==> src/rtl/ert_pkg.sv <==
// shared types and constants of the echo round-trip tracker
`timescale 1ns / 1ps
`default_nettype none

package ert_pkg;

    // slot table and send bookkeeping
    localparam int SLOTS      = 128;
    localparam int SEND_LIMIT = 128;
    localparam int MIN_START  = 1024;

    // time units
    localparam int USEC_PER_SEC = 1000000;
    localparam int USEC_PER_MS  = 1000;
    localparam int MS_PER_SEC   = 1000;

    // reciprocal of USEC_PER_MS, exact for magnitudes below 2**21
    localparam int RECIP_SHIFT = 30;
    localparam int RECIP_MS    = ((2 ** RECIP_SHIFT) + USEC_PER_MS - 1) / USEC_PER_MS;

    typedef enum logic
    {
        OP_SEND  = 1'b0,
        OP_REPLY = 1'b1
    } op_t;

    typedef enum logic [2:0]
    {
        ST_SENT      = 3'd0,
        ST_NO_SLOT   = 3'd1,
        ST_RTT       = 3'd2,
        ST_FOREIGN   = 3'd3,
        ST_UNMATCHED = 3'd4
    } status_t;

    typedef enum logic [2:0]
    {
        S_IDLE    = 3'd0,
        S_SCAN    = 3'd1,
        S_CALC    = 3'd2,
        S_STATS   = 3'd3,
        S_PUBLISH = 3'd4
    } state_t;

    // lookup travelling down the row of slot cells
    typedef struct packed
    {
        logic        valid;
        op_t         op;
        logic        hit;
        logic [15:0] seq;
        logic [31:0] sec;
        logic [19:0] usec;
    } query_t;

endpackage

`default_nettype wire

==> src/rtl/ert_rtt.sv <==
// three-stage interval unit: borrow, scale to milliseconds, clamp
`timescale 1ns / 1ps
`default_nettype none

module ert_rtt
(
    input  wire logic        clk,
    input  wire logic        rst_n,
    input  wire logic        start,
    input  wire logic [31:0] t0_sec,
    input  wire logic [19:0] t0_usec,
    input  wire logic [31:0] t1_sec,
    input  wire logic [19:0] t1_usec,
    output logic             done,
    output logic [31:0]      rtt_ms
);

    logic               v1_reg;
    logic               v2_reg;
    logic               v3_reg;
    logic signed [20:0] dusec_raw;
    logic               borrow;
    logic signed [21:0] dusec_adj;
    logic signed [33:0] dsec_adj;
    logic signed [33:0] s1_dsec_reg;
    logic signed [21:0] s1_dusec_reg;
    logic [21:0]        dusec_neg;
    logic               neg;
    logic [20:0]        mag;
    logic [41:0]        qprod;
    logic signed [43:0] prod;
    logic signed [43:0] s2_prod_reg;
    logic [10:0]        s2_qmag_reg;
    logic               s2_neg_reg;
    logic signed [11:0] qs;
    logic signed [44:0] ms;
    logic [31:0]        ms_sat;
    logic [31:0]        rtt_reg;

    // stage 1: differences with microsecond borrow
    always_comb
    begin
        dusec_raw = $signed({1'b0, t1_usec}) - $signed({1'b0, t0_usec});
        borrow    = dusec_raw[20];
        dusec_adj = 22'(dusec_raw)
                    + (borrow ? 22'(ert_pkg::USEC_PER_SEC) : 22'sd0);
        dsec_adj  = $signed({2'b00, t1_sec}) - $signed({2'b00, t0_sec})
                    - $signed({33'd0, borrow});
    end

    // stage 2: seconds to ms, microseconds divided by 1000 toward zero
    always_comb
    begin
        dusec_neg = -s1_dusec_reg;
        neg       = s1_dusec_reg[21];
        mag       = neg ? dusec_neg[20:0] : s1_dusec_reg[20:0];
        qprod     = 42'(mag) * 42'(ert_pkg::RECIP_MS);
        prod      = 44'(s1_dsec_reg) * 44'(ert_pkg::MS_PER_SEC);
    end

    // stage 3: sum and clamp to the 32-bit range
    always_comb
    begin
        qs = s2_neg_reg ? -$signed({1'b0, s2_qmag_reg}) : $signed({1'b0, s2_qmag_reg});
        ms = 45'(s2_prod_reg) + 45'(qs);
        if (ms[44])
        begin
            ms_sat = '0;
        end
        else if (ms[43:32] != '0)
        begin
            ms_sat = '1;
        end
        else
        begin
            ms_sat = ms[31:0];
        end
    end

    // stage valid flags
    always_ff @(posedge clk or negedge rst_n)
    begin
        if (!rst_n)
        begin
            v1_reg <= 1'b0;
            v2_reg <= 1'b0;
            v3_reg <= 1'b0;
        end
        else
        begin
            v1_reg <= start;
            v2_reg <= v1_reg;
            v3_reg <= v2_reg;
        end
    end

    // stage data
    always_ff @(posedge clk)
    begin
        s1_dsec_reg  <= dsec_adj;
        s1_dusec_reg <= dusec_adj;
        s2_prod_reg  <= prod;
        s2_qmag_reg  <= 11'(qprod >> ert_pkg::RECIP_SHIFT);
        s2_neg_reg   <= neg;
        rtt_reg      <= ms_sat;
    end

    assign done   = v3_reg;
    assign rtt_ms = rtt_reg;

endmodule

`default_nettype wire

==> config.mk <==
export PLATFORM = sky130hd
export DESIGN_NAME = ert_rtt
export DESIGN_NICKNAME = d
export VERILOG_FILES = /design/src/rtl/ert_pkg.sv /design/src/rtl/ert_rtt.sv
export SDC_FILE = /design/constraint.sdc
export NUM_CORES = 1
export LEC_CHECK = 0
export BUFFER_PORTS_ARGS = -buffer_cell sky130_fd_sc_hd__buf_2
export CAP_MARGIN = 20
export CORE_MARGIN = 2
export CORE_UTILIZATION = 38
export DETAILED_ROUTE_END_ITERATION = 16
export HOLD_SLACK_MARGIN = 0.1
export PLACE_DENSITY = 0.58
export SLEW_MARGIN = 5
export SYNTH_ARGS = -nofsm -noshare
export SYNTH_HDL_FRONTEND = slang
export SYNTH_SLANG_ARGS = --single-unit
==> constraint.sdc <==
create_clock -name clk -period 17.8 [get_ports clk]
set_input_delay 3.56 -clock clk [delete_from_list [all_inputs] [get_ports clk]]
set_output_delay 3.56 -clock clk [all_outputs]
set_load 0.01 [all_outputs]
## After elaboration in Yosys (flattened, before gate mapping)

Index checks and enable logic that the tools add are counted.

- Add/sub/neg operators: 7
- Multiply operators: 2
- Muxes and demuxes: 4
- Reductions and logical operators: 1

Operator list:

| cell | number |
|---|---|
| $add A44 B12 Y45 | 1 |
| $mul A34 B8 Y41 const B | 1 |
| $mul A21 B20 Y40 const B | 1 |
| $sub A33 B2 Y34 | 1 |
| $sub A32 B32 Y33 | 1 |
| $mux W32 | 1 |
| $add A21 B21 Y22 | 1 |
| $mux W21 | 1 |
| $neg A21 Y21 | 1 |
| $sub A20 B20 Y21 | 1 |
| $mux W20 | 1 |
| $mux W12 | 1 |
| $neg A11 Y12 | 1 |
| $reduce_bool A12 Y1 | 1 |

- Flip-flop bits (word level): 144
- Bits of input ports: 107
- Output and inout port bits: 33
- Word-level logic and storage cells: 23

## Longest topological paths before layout

Gate-level depths: netlist of the first run.

- Depth in word-level cells: 5
- Gate-level depth with buffers: 27
- Mapped depth without buffers: 27

## Worst setup path before layout of the first run

OpenSTA, ideal clock, no wires.

- Path kind: in2reg
- Start: input port t0_usec[5]
- End: register s1_dsec_reg[29]
- Setup time: 72 ps
- Arrival: 9535 ps
- Data required time: 17728 ps
- Setup slack: 8194 ps
- Cell stages on the path: 21
- Path buffers: 0
- Cell sequence: inv_1 -> ha_1 -> or2_2 -> and2_1 -> nand4_1 -> a21oi_1 -> o2111ai_1 -> nand3_1 -> a41oi_1 -> nor2b_1 -> o21a_1 -> o41ai_1 -> ha_1 -> nand3_1 -> or4b_1 -> or4_4 -> and4b_1 -> or3b_4 -> or4b_4 -> nor4_2 -> xor2_1

- Longest elaborated chain between the ends: 2

RTL lines:

| what | RTL line | source |
|---|---|---|
| from (decl) | ert_rtt.sv:11 | `input wire logic [19:0] t0_usec,` |
| $sub A20 B20 Y21 | ert_rtt.sv:43 | `dusec_raw = $signed({1'b0, t1_usec}) - $signed({1'b0, t0_usec});` |
| $sub A33 B2 Y34 | ert_rtt.sv:48 | `- $signed({33'd0, borrow});` |
| net dsec_adj[29] | ert_rtt.sv:24 | `logic signed [33:0] dsec_adj;` |
| to (signal assigned) | ert_rtt.sv:100 | `s1_dsec_reg <= dsec_adj;` |
| to (decl) | ert_rtt.sv:25 | `logic signed [33:0] s1_dsec_reg;` |

The timed path passes the listed nets, and every way through them passes these cells.
A chain may end at the register's enable or synchronous reset.

## Worst setup path after layout of the first run

- Start: input port t1_usec[0]
- End: register s1_dsec_reg[29]

- Longest elaborated chain between the ends: 2

RTL lines:

| what | RTL line | source |
|---|---|---|
| from (decl) | ert_rtt.sv:13 | `input wire logic [19:0] t1_usec,` |
| $sub A20 B20 Y21 | ert_rtt.sv:43 |  |
| $sub A33 B2 Y34 | ert_rtt.sv:48 |  |
| net dsec_adj[29] | ert_rtt.sv:24 |  |

The timed path passes the listed nets, and every way through them passes these cells.

==> run_results.csv, run 1 <==
group,metric,value,unit
clock_tree,insertion_delay,450,ps
route,drt_wl_total,45400,µm
floorplanning,die_h,237,µm
clock_tree,clock-root-buffer,"clkbuf_16",
route,drc_errors,0,
placed_design,placedInstanceArea,22200,µm²
clock_tree,ctsHoldBuffers,0,
yosys,ys_top_cells_by_area,"ha_1, fa_1, dfxtp_1, inv_1, xnor2_1",
sta,finalHoldViolations,0,
route,first_iter_violations,677,
worst_hold_path,hold_class,"reg -> reg",
finish,final_area,22800,µm²
route,drtAntennaViolNets,0,
grt,grt_pass1_vias,15700,
floorplanning,start_util,38.4,%
sta,fin_skew,14.2,ps
grt,antenna_found_initial,0,
floorplanning,die-area,56200,µm²
finish,drive_above_1_share,8.57,%
floorplanning,io_pins,140,
setup_path,crit_type,"in -> reg",
clock_tree,cts_buffer_depth,2,
route,drt-pass1-iter-count,5,
route,vias_per_cell,5.07,
yosys,synth_most_common_cell,"ha_1",
clock_tree,numCtsBuffers,17,
setup_path,arrival,9160,ps
yosys,yosysSeqAreaShare,14.0,%
floorplanning,rows,85,
sta,slew_violations,0,
sta,period_minus_slack,8790,ps
yosys,synthArstFlopShare,2.08,%
clock_tree,cts.clk_slew.worst_paths,60,ps
yosys,syn-num-nets,2924,
setup_path,crit_required,18170,ps
sta,fmax,114,MHz
yosys,ys_ff_latch,144,
yosys,synth_top_area_share,23.7,%
sta,finalCritPeriodShare,49.4,%
placed_design,io_buffers,139,
placed_design,routabilityCongestion,0.865,
finish,syn_to_final_growth,10.3,%
grt,grt.overflow.total,0,
yosys,synth.distinct_cells,79,
clock_tree,htree_levels,4,
yosys,netlist_instances,2202,
floorplanning,core_area,53800,µm²
yosys,synthTopCellsByCount,"ha_1, inv_1, fa_1",
sta,rsz0062_at_grt,"false",
finish,largest_register_ffs,41,
grt,grt_use_total,16.6,%
route,wl_per_cell,14.9,µm
grt,grt_max_degree,34,
setup_path,crit_fanout,11,
sta,fin_tns_setup,0,ps
finish,fin_nets,3056,
grt,grt_pass1_wl,76700,µm
floorplanning,dieWidth,237,µm
finish,n_antenna_cell,0,
route,vias,15400,
finish,nFillCells,5388,
clock_tree,cts_num_sinks,144,
yosys,synth_edf_count,0,
clock_tree,cts_tree,"yes",
setup_path,critPathLaunchType,"input port",
yosys,syn_avg_cell_area,9.38,µm²
sta,setup_viol,0,
clock_tree,cts_setup_buffers,0,
yosys,yosys_warnings,0,
yosys,synth_top_area_cell,"ha_1",
yosys,synth_area,20600,µm²
sta,slew_headroom,24.9,%
placed_design,dp_hpwl,39100,µm
status,outcome,"completed",
clock_tree,cts-resized-gates,0,
setup_path,end_kind,"register",
flow_run,maxCapViolCount,0,
yosys,ys.flop_type,"dfxtp_1",
sta,worstMarginPinSlew,1120,ps
[kinds of logic (layout without fill, tap and decap cells)]
family / after synthesis / count (layout) / share of synthesized area (%)
flip-flops: 144 / 144 / 14.0
buffers and inverters: 352 / 496 / 6.40
adder cells (fa/ha/maj): 615 / 615 / 45.4
AO/OA/AOI/OAI: 489 / 489 / 15.9
multiplexers: 4 / 4 / 0.194
AND/OR/NAND/NOR: 410 / 410 / 10.1
XOR/XNOR: 188 / 188 / 7.97
[routing by layer]
| metal | GRT usage (%) | wire (µm) |
|---|---|---|
| met1 | 24.2 | 23900 |
| met2 | 25.7 | 19700 |
| met3 | 1.92 | 1130 |
| met4 | 4.59 | 693 |
| met5 | 0 | 0 |
[area by class of cell]
type	count	area [µm²]	area share, %
Clock buffer	19	433	1.90
Clock inverter	12	160	0.703
Inverter	319	1200	5.26
Multi-Input combinational cell	1706	16500	72.2
Sequential cell	144	2900	12.7
Tap cell	696	871	3.82
Timing Repair Buffer	146	768	3.37
[path summary, 6_finish.rpt]
path / cells past startpoint / endpoint / slack, ps / start
worst max register to register: 25 / s2_qmag_reg[10] / 10020 / s1_dusec_reg[7]
min in group asynchronous: 1 / done / 2900 / rst_n
worst max-delay path: 24 / s1_dsec_reg[29] / 9010 / t1_usec[0]
worst min register to register: 0 / done / 360 / v2_reg
worst min-delay path: 0 / done / 360 / v2_reg
max in group asynchronous: 1 / v2_reg / 14800 / rst_n
[layout by cell type (no fill, tap or decap), types with 7 or more instances in the layout]
cell type | netlist | final
o31ai_1 | 17 | 17
nor4_1 | 7 | 7
inv_1 | 319 | 319
nor2_1 | 92 | 92
nand3_1 | 36 | 36
a21o_1 | 78 | 78
and3_1 | 9 | 9
a21oi_1 | 123 | 123
nand2_1 | 100 | 100
fa_1 | 224 | 224
nand2b_1 | 26 | 26
clkbuf_16 | 0 | 17
a211oi_1 | 13 | 13
nor3_1 | 36 | 36
dfxtp_1 | 141 | 141
nor2b_1 | 17 | 17
ha_1 | 391 | 391
o21ai_0 | 79 | 79
o21a_1 | 56 | 56
o21bai_1 | 9 | 9
o211ai_1 | 10 | 10
or4_1 | 8 | 8
o2111ai_1 | 8 | 8
nand4_1 | 22 | 22
xor2_1 | 61 | 61
or2_2 | 8 | 8
and2_1 | 9 | 9
or3_1 | 8 | 8
xnor2_1 | 127 | 127
nand3b_1 | 7 | 7
a31oi_1 | 20 | 20
buf_2 | 0 | 139
[metrics by stage]
| stage | util (%) | hold WS (ps) | instances | setup slack (ps) |
|---|---|---|---|---|
| after floorplan | - | 331 | 2202 | 8190 |
| after CTS | 42.3 | 368 | 3041 | 8970 |
| after global placement | 41.2 | 342 | 3010 | 8610 |
| final | 42.3 | 361 | 3042 | 9010 |
| after global routing | 42.3 | 377 | 3042 | 8570 |
| after detailed placement | 41.2 | 343 | 3010 | 8520 |
[worst max-delay path, stage by stage]
cell,delay [ps]
buf_2,100
inv_1,40
ha_1,170
fa_1,210
nor2b_1,60
o21a_1,190
o21ai_0,250
a21oi_1,130
o2111ai_1,300
nand3_1,110
a41oi_1,320
nor2b_1,80
o21a_1,190
o41ai_2,200
buf_4,240
ha_1,200
nand3_1,130
or4b_1,570
or4_4,460
and4b_1,330
or3b_4,420
or4b_4,540
nor4_2,170
xor2_1,160
Power of run 1 is not shown: default switching activity piles up to over one toggle a cycle in this logic, so the estimate is an artifact.
==> inputs of run 2 (changes only) <==
- ABC_AREA: not set -> 1
- PLACE_DENSITY: 0.58 -> 0.6
- clock period: 17.8 -> 7.6 ns (I/O delays scaled with it)
==> run 2 against run 1 <==
  * Routed wire length increased by 26%
  * Area after synthesis increased by 15%
  * Hold slack got worse by 14 ps
  * Synthesized cell count increased by 49%
  * Largest cell class unchanged
  * Flip-flop and latch count unchanged
==> run_results.csv, run 2 <==
group,metric,value,unit
sta,fin_skew,14.1,ps
yosys,synth_top_area_cell,"ha_1",
clock_tree,htree_levels,4,
floorplanning,dieWidth,254,µm
sta,fmax,153,MHz
route,first_iter_violations,903,
clock_tree,cts_buffer_depth,2,
setup_path,reg2reg_to,"s2_qmag_reg[6]",
route,vias,20100,
route,drt-pass1-iter-count,7,
clock_tree,numCtsBuffers,17,
finish,n_antenna_cell,0,
yosys,synth_top_area_share,20.5,%
sta,setup_viol,0,
route,top_layer,"met4",
setup_path,arrival,6910,ps
clock_tree,clock-root-buffer,"clkbuf_16",
grt,grt_use_total,18.6,%
grt,grt_pass1_vias,20000,
sta,rsz0062_at_grt,"false",
yosys,syn-num-nets,3999,
sta,finalHoldViolations,0,
finish,drive_above_1_share,6.87,%
yosys,syn_avg_cell_area,7.27,µm²
setup_path,crit_fanout,7,
route,wl_met2,24600,µm
finish,utilization,42.4,%
yosys,yosysSeqAreaShare,12.2,%
finish,mostFrequentLayoutCell,"nand2_1",
route,drt_wl_total,57200,µm
setup_path,end_kind,"register",
yosys,synthTopCellsByCount,"nand2_1, inv_1, ha_1",
floorplanning,die-area,64700,µm²
flow_run,maxCapViolCount,0,
yosys,ys_ff_latch,144,
status,outcome,"completed",
clock_tree,cts_tree,"yes",
grt,grt.overflow.total,0,
yosys,synth.distinct_cells,55,
setup_path,slowest_delay,550,ps
floorplanning,io_pins,140,
setup_path,r2r_cells,28,
route,wl_per_cell,13.4,µm
clock_tree,cts.clk_slew.worst_paths,70,ps
clock_tree,cts_setup_buffers,0,
grt,grt_max_degree,34,
sta,period_minus_slack,6550,ps
placed_design,dp_hpwl,51100,µm
sta,slew_headroom,33.3,%
yosys,synthAdderAreaFrac,39.4,%
finish,largest_register_ffs,41,
route,drtAntennaViolNets,0,
yosys,ys_top_cells_by_area,"ha_1, fa_1, nand2_1, dfxtp_1, inv_1",
route,vias_per_cell,4.68,
yosys,synth_simple_gate_area_share,23.2,%
setup_path,cp_slowest_cell,"fa_1",
placed_design,io_buffers,139,
grt,grt_pass1_wl,97400,µm
clock_tree,ctsHoldBuffers,0,
setup_path,crit_type,"reg -> reg",
yosys,synth_mux_area_share,0,%
finish,syn_to_final_growth,9.91,%
setup_path,startpoint,"s1_dusec_reg[0]",
yosys,synth_area,23800,µm²
setup_path,crit_required,7960,ps
sta,fin_tns_setup,0,ps
worst_hold_path,hold_class,"reg -> reg",
route,wl_met3,2080,µm
clock_tree,cts-resized-gates,0,
setup_path,path_depth,28,
placed_design,routabilityCongestion,0.932,
finish,fin_nets,4160,
setup_path,worstSetupEndpoint,"s2_qmag_reg[6]",
setup_path,cp_num_buf_inv,6,
finish,final_cell_mix,"nand2_1, inv_1, ha_1, nor2_1, fa_1",
floorplanning,start_util,38.5,%
route,wl_met1,29400,µm
floorplanning,core_area,61800,µm²
setup_path,r2r_start,"s1_dusec_reg[0]",
yosys,synthArstFlopShare,2.08,%
sta,finalCritPeriodShare,86.1,%
route,drc_errors,0,
yosys,synth-xor-area-share,5.97,%
setup_path,r2r_slack,1050,ps
setup_path,critPathLaunchType,"register",
yosys,ys.flop_type,"dfxtp_1",
sta,slew_violations,0,
floorplanning,rows,91,
sta,worstMarginPinSlew,990,ps
yosys,synth_edf_count,0,
setup_path,critPathTopFamily,"adder cells",
yosys,synth_most_common_cell,"nand2_1",
clock_tree,cts_num_sinks,144,
yosys,netlist_instances,3277,
clock_tree,insertion_delay,470,ps
yosys,synth_top_family_by_area,"adder cells",
grt,antenna_found_initial,0,
floorplanning,die_h,254,µm
yosys,yosys_warnings,0,
yosys,synth_compound_area_share,8.38,%
[run 2: cell families after synthesis]
logic type      count (synthesis)
compound gates                360
xor+xnor                      156
fa+ha+maj                     615
buf+inv                       684
flops                         144
simple gates                 1318
[run 2: worst register-to-register path: cells and delay by family, from the launching register on]
kind / cells / cell delay, ps
flip-flops: 1 / 510
AND/OR/NAND/NOR: 8 / 750
buffers and inverters: 6 / 490
adder cells (fa/ha/maj): 9 / 3570
AO/OA/AOI/OAI: 4 / 670
XOR/XNOR: 1 / 450
[run 2: area by class of cell]
type,instances,area [µm²]
Inverter,674,2530
Timing Repair Buffer,152,808
Fill cell,6564,35600
Clock buffer,19,464
Sequential cell,144,2900
Clock inverter,13,118
Tap cell,837,1050
Multi-Input combinational cell,2449,18300
[run 2: metal layers]
metal  global-route usage [%]  vias to the layer above
met5                        0                        -
met2                     29.6                      344
li1                         -                    10700
met4                     5.29                        0
met3                     2.66                       67
met1                     26.3                     8996
[run 2: metrics by stage]
step	std cells	cell area (µm²)	worst slack, ps	hold WS [ps]
global route	4288	26200	517	373
detailed placement	4254	25600	1090	337
global placement	4254	25600	1210	333
floorplan	3277	23800	1720	331
finish	4288	26200	1050	348
CTS	4286	26200	1050	352
[run 2: how the worst min path moves through the flow]
| stage | endpoint | start | slack (ps) | depth (start not counted) |
|---|---|---|---|---|
| 3_3_place_gp | done | v2_reg | 330 | 0 |
| 2_1_floorplan | done | v2_reg | 330 | 0 |
| 4_1_cts | v2_reg | v1_reg | 350 | 0 |
| 5_1_grt | v2_reg | v1_reg | 370 | 0 |
| 6_report | v2_reg | v1_reg | 350 | 0 |
| 3_5_place_dp | v2_reg | v1_reg | 340 | 0 |
Power of run 2 is left out for the same reason.
==> inputs of run 3 (changes only) <==
- PLACE_DENSITY: 0.6 -> 0.56
- clock period: 7.6 -> 7.7 ns (I/O delays scaled with it)
==> run 3 against run 2 <==
  * Critical path depth up 1
  * Cell count is the same
  * First-iteration DRC count down 3.8%
  * Fmax is 0.87% lower
  * Via count shrank 0.83%
  * Non-clock buffer count is the same
  * Largest cell class unchanged
  * Sequential share of layout area hardly changed
==> run_results.csv, run 3 (synthesis results as in run 2) <==
group,metric,value,unit
sta,worstMarginPinSlew,1100,ps
clock_tree,cts-resized-gates,0,
grt,grt.overflow.total,0,
route,drt_wl_total,57300,µm
setup_path,reg2reg_to,"s2_qmag_reg[10]",
grt,grt_pass1_vias,20000,
flow_run,maxCapViolCount,0,
grt,antenna_found_initial,0,
finish,n_antenna_cell,0,
route,wl_per_cell,13.4,µm
sta,period_minus_slack,6610,ps
sta,rsz0062_at_grt,"false",
setup_path,r2r_cells,29,
clock_tree,insertion_delay,470,ps
route,vias,19900,
clock_tree,numCtsBuffers,17,
route,drt-pass1-iter-count,5,
setup_path,slowest_delay,570,ps
finish,drive_above_1_share,6.84,%
clock_tree,htree_levels,4,
clock_tree,clock-root-buffer,"clkbuf_16",
setup_path,arrival,6950,ps
setup_path,cp_num_buf_inv,5,
clock_tree,cts_setup_buffers,0,
setup_path,critPathLaunchType,"register",
floorplanning,die_h,254,µm
clock_tree,cts_buffer_depth,2,
finish,nFillCells,6629,
setup_path,r2r_slack,1090,ps
grt,grt_use_total,18.5,%
floorplanning,dieWidth,254,µm
floorplanning,rows,91,
floorplanning,die-area,64700,µm²
finish,largest_register_ffs,41,
floorplanning,core_area,61800,µm²
sta,fin_skew,17.8,ps
route,drc_errors,0,
route,drtAntennaViolNets,0,
finish,syn_to_final_growth,9.96,%
setup_path,crit_fanout,7,
grt,grt_max_degree,34,
finish,fin_nets,4160,
sta,setup_viol,0,
finish,mostFrequentLayoutCell,"nand2_1",
worst_hold_path,hold_class,"reg -> reg",
worst_hold_path,hold-path-endpoint,"done",
sta,worst_hold_slack,347,ps
setup_path,cp_slowest_cell,"fa_1",
route,first_iter_violations,869,
clock_tree,cts_tree,"yes",
clock_tree,ctsHoldBuffers,0,
status,outcome,"completed",
setup_path,critPathTopFamily,"adder cells",
setup_path,crit_required,8050,ps
sta,finalHoldViolations,0,
route,vias_per_cell,4.64,
sta,fin_tns_setup,0,ps
worst_hold_path,min-delay-start,"v2_reg",
grt,grt_pass1_wl,96700,µm
finish,final_cell_mix,"nand2_1, inv_1, ha_1, nor2_1, fa_1",
placed_design,routabilityCongestion,0.920,
setup_path,crit_type,"reg -> reg",
sta,finalCritPeriodShare,85.8,%
sta,slew_headroom,25.9,%
setup_path,r2r_start,"s1_dusec_reg[0]",
placed_design,dp_hpwl,51200,µm
setup_path,end_kind,"register",
clock_tree,cts.clk_slew.worst_paths,60,ps
sta,fmax,151,MHz
sta,slew_violations,0,
setup_path,cpMostUsedCell,"nand2_1",
floorplanning,io_pins,140,
clock_tree,cts_num_sinks,144,
worst_hold_path,whs_path_depth,0,
placed_design,io_buffers,139,
floorplanning,start_util,38.5,%
## run 3: routing by layer
layer	track usage, %	wire length (µm)
met5	0	0
met4	5.28	1040
met3	2.20	1890
met2	29.7	24500
met1	26.1	29900
## run 3: through the flow
| step | instance area [µm²] | instances | setup slack, ps | utilization, % |
|---|---|---|---|---|
| 3_3_place_gp | 25600 | 4254 | 1190 | 41.4 |
| 3_5_place_dp | 25600 | 4254 | 1120 | 41.4 |
| 4_1_cts | 26200 | 4286 | 1080 | 42.3 |
| 5_1_grt | 26200 | 4288 | 551 | 42.4 |
| 2_1_floorplan | 23800 | 3277 | 1820 | - |
| 6_report | 26200 | 4288 | 1090 | 42.4 |
## run 3: worst max path at each step
stage	end	from	cells after the start	slack, ps
2_1_floorplan	s2_qmag_reg[10]	s1_dusec_reg[0]	28	1820
3_3_place_gp	s2_qmag_reg[10]	s1_dusec_reg[0]	28	1190
3_5_place_dp	s2_qmag_reg[10]	s1_dusec_reg[0]	29	1120
4_1_cts	s2_qmag_reg[10]	s1_dusec_reg[0]	29	1080
5_1_grt	s2_qmag_reg[10]	s1_dusec_reg[0]	29	550
6_report	s2_qmag_reg[10]	s1_dusec_reg[0]	29	1090
## run 3: area by class of cell
class	instances	area [µm²]	share of cell area, %
clock buffers	19	443	1.69
flip-flops and latches	144	2900	11.1
multi-input cells	2449	18300	69.9
clock inverters	13	151	0.578
inverters	674	2530	9.67
well taps	837	1050	4.00
repair buffers	152	808	3.08
## run 3: worst reg2reg max path: cells and delay by family (launching register included)
kind	cells	cell delay (ps)
adders and majority gates	8	3390
and+or+nand+nor	10	1040
AOI/OAI and AO/OA	5	780
buffers and inverters	5	510
DFF	1	410
xor gates and xnor gates	1	350
Power of run 3 is left out for the same reason.
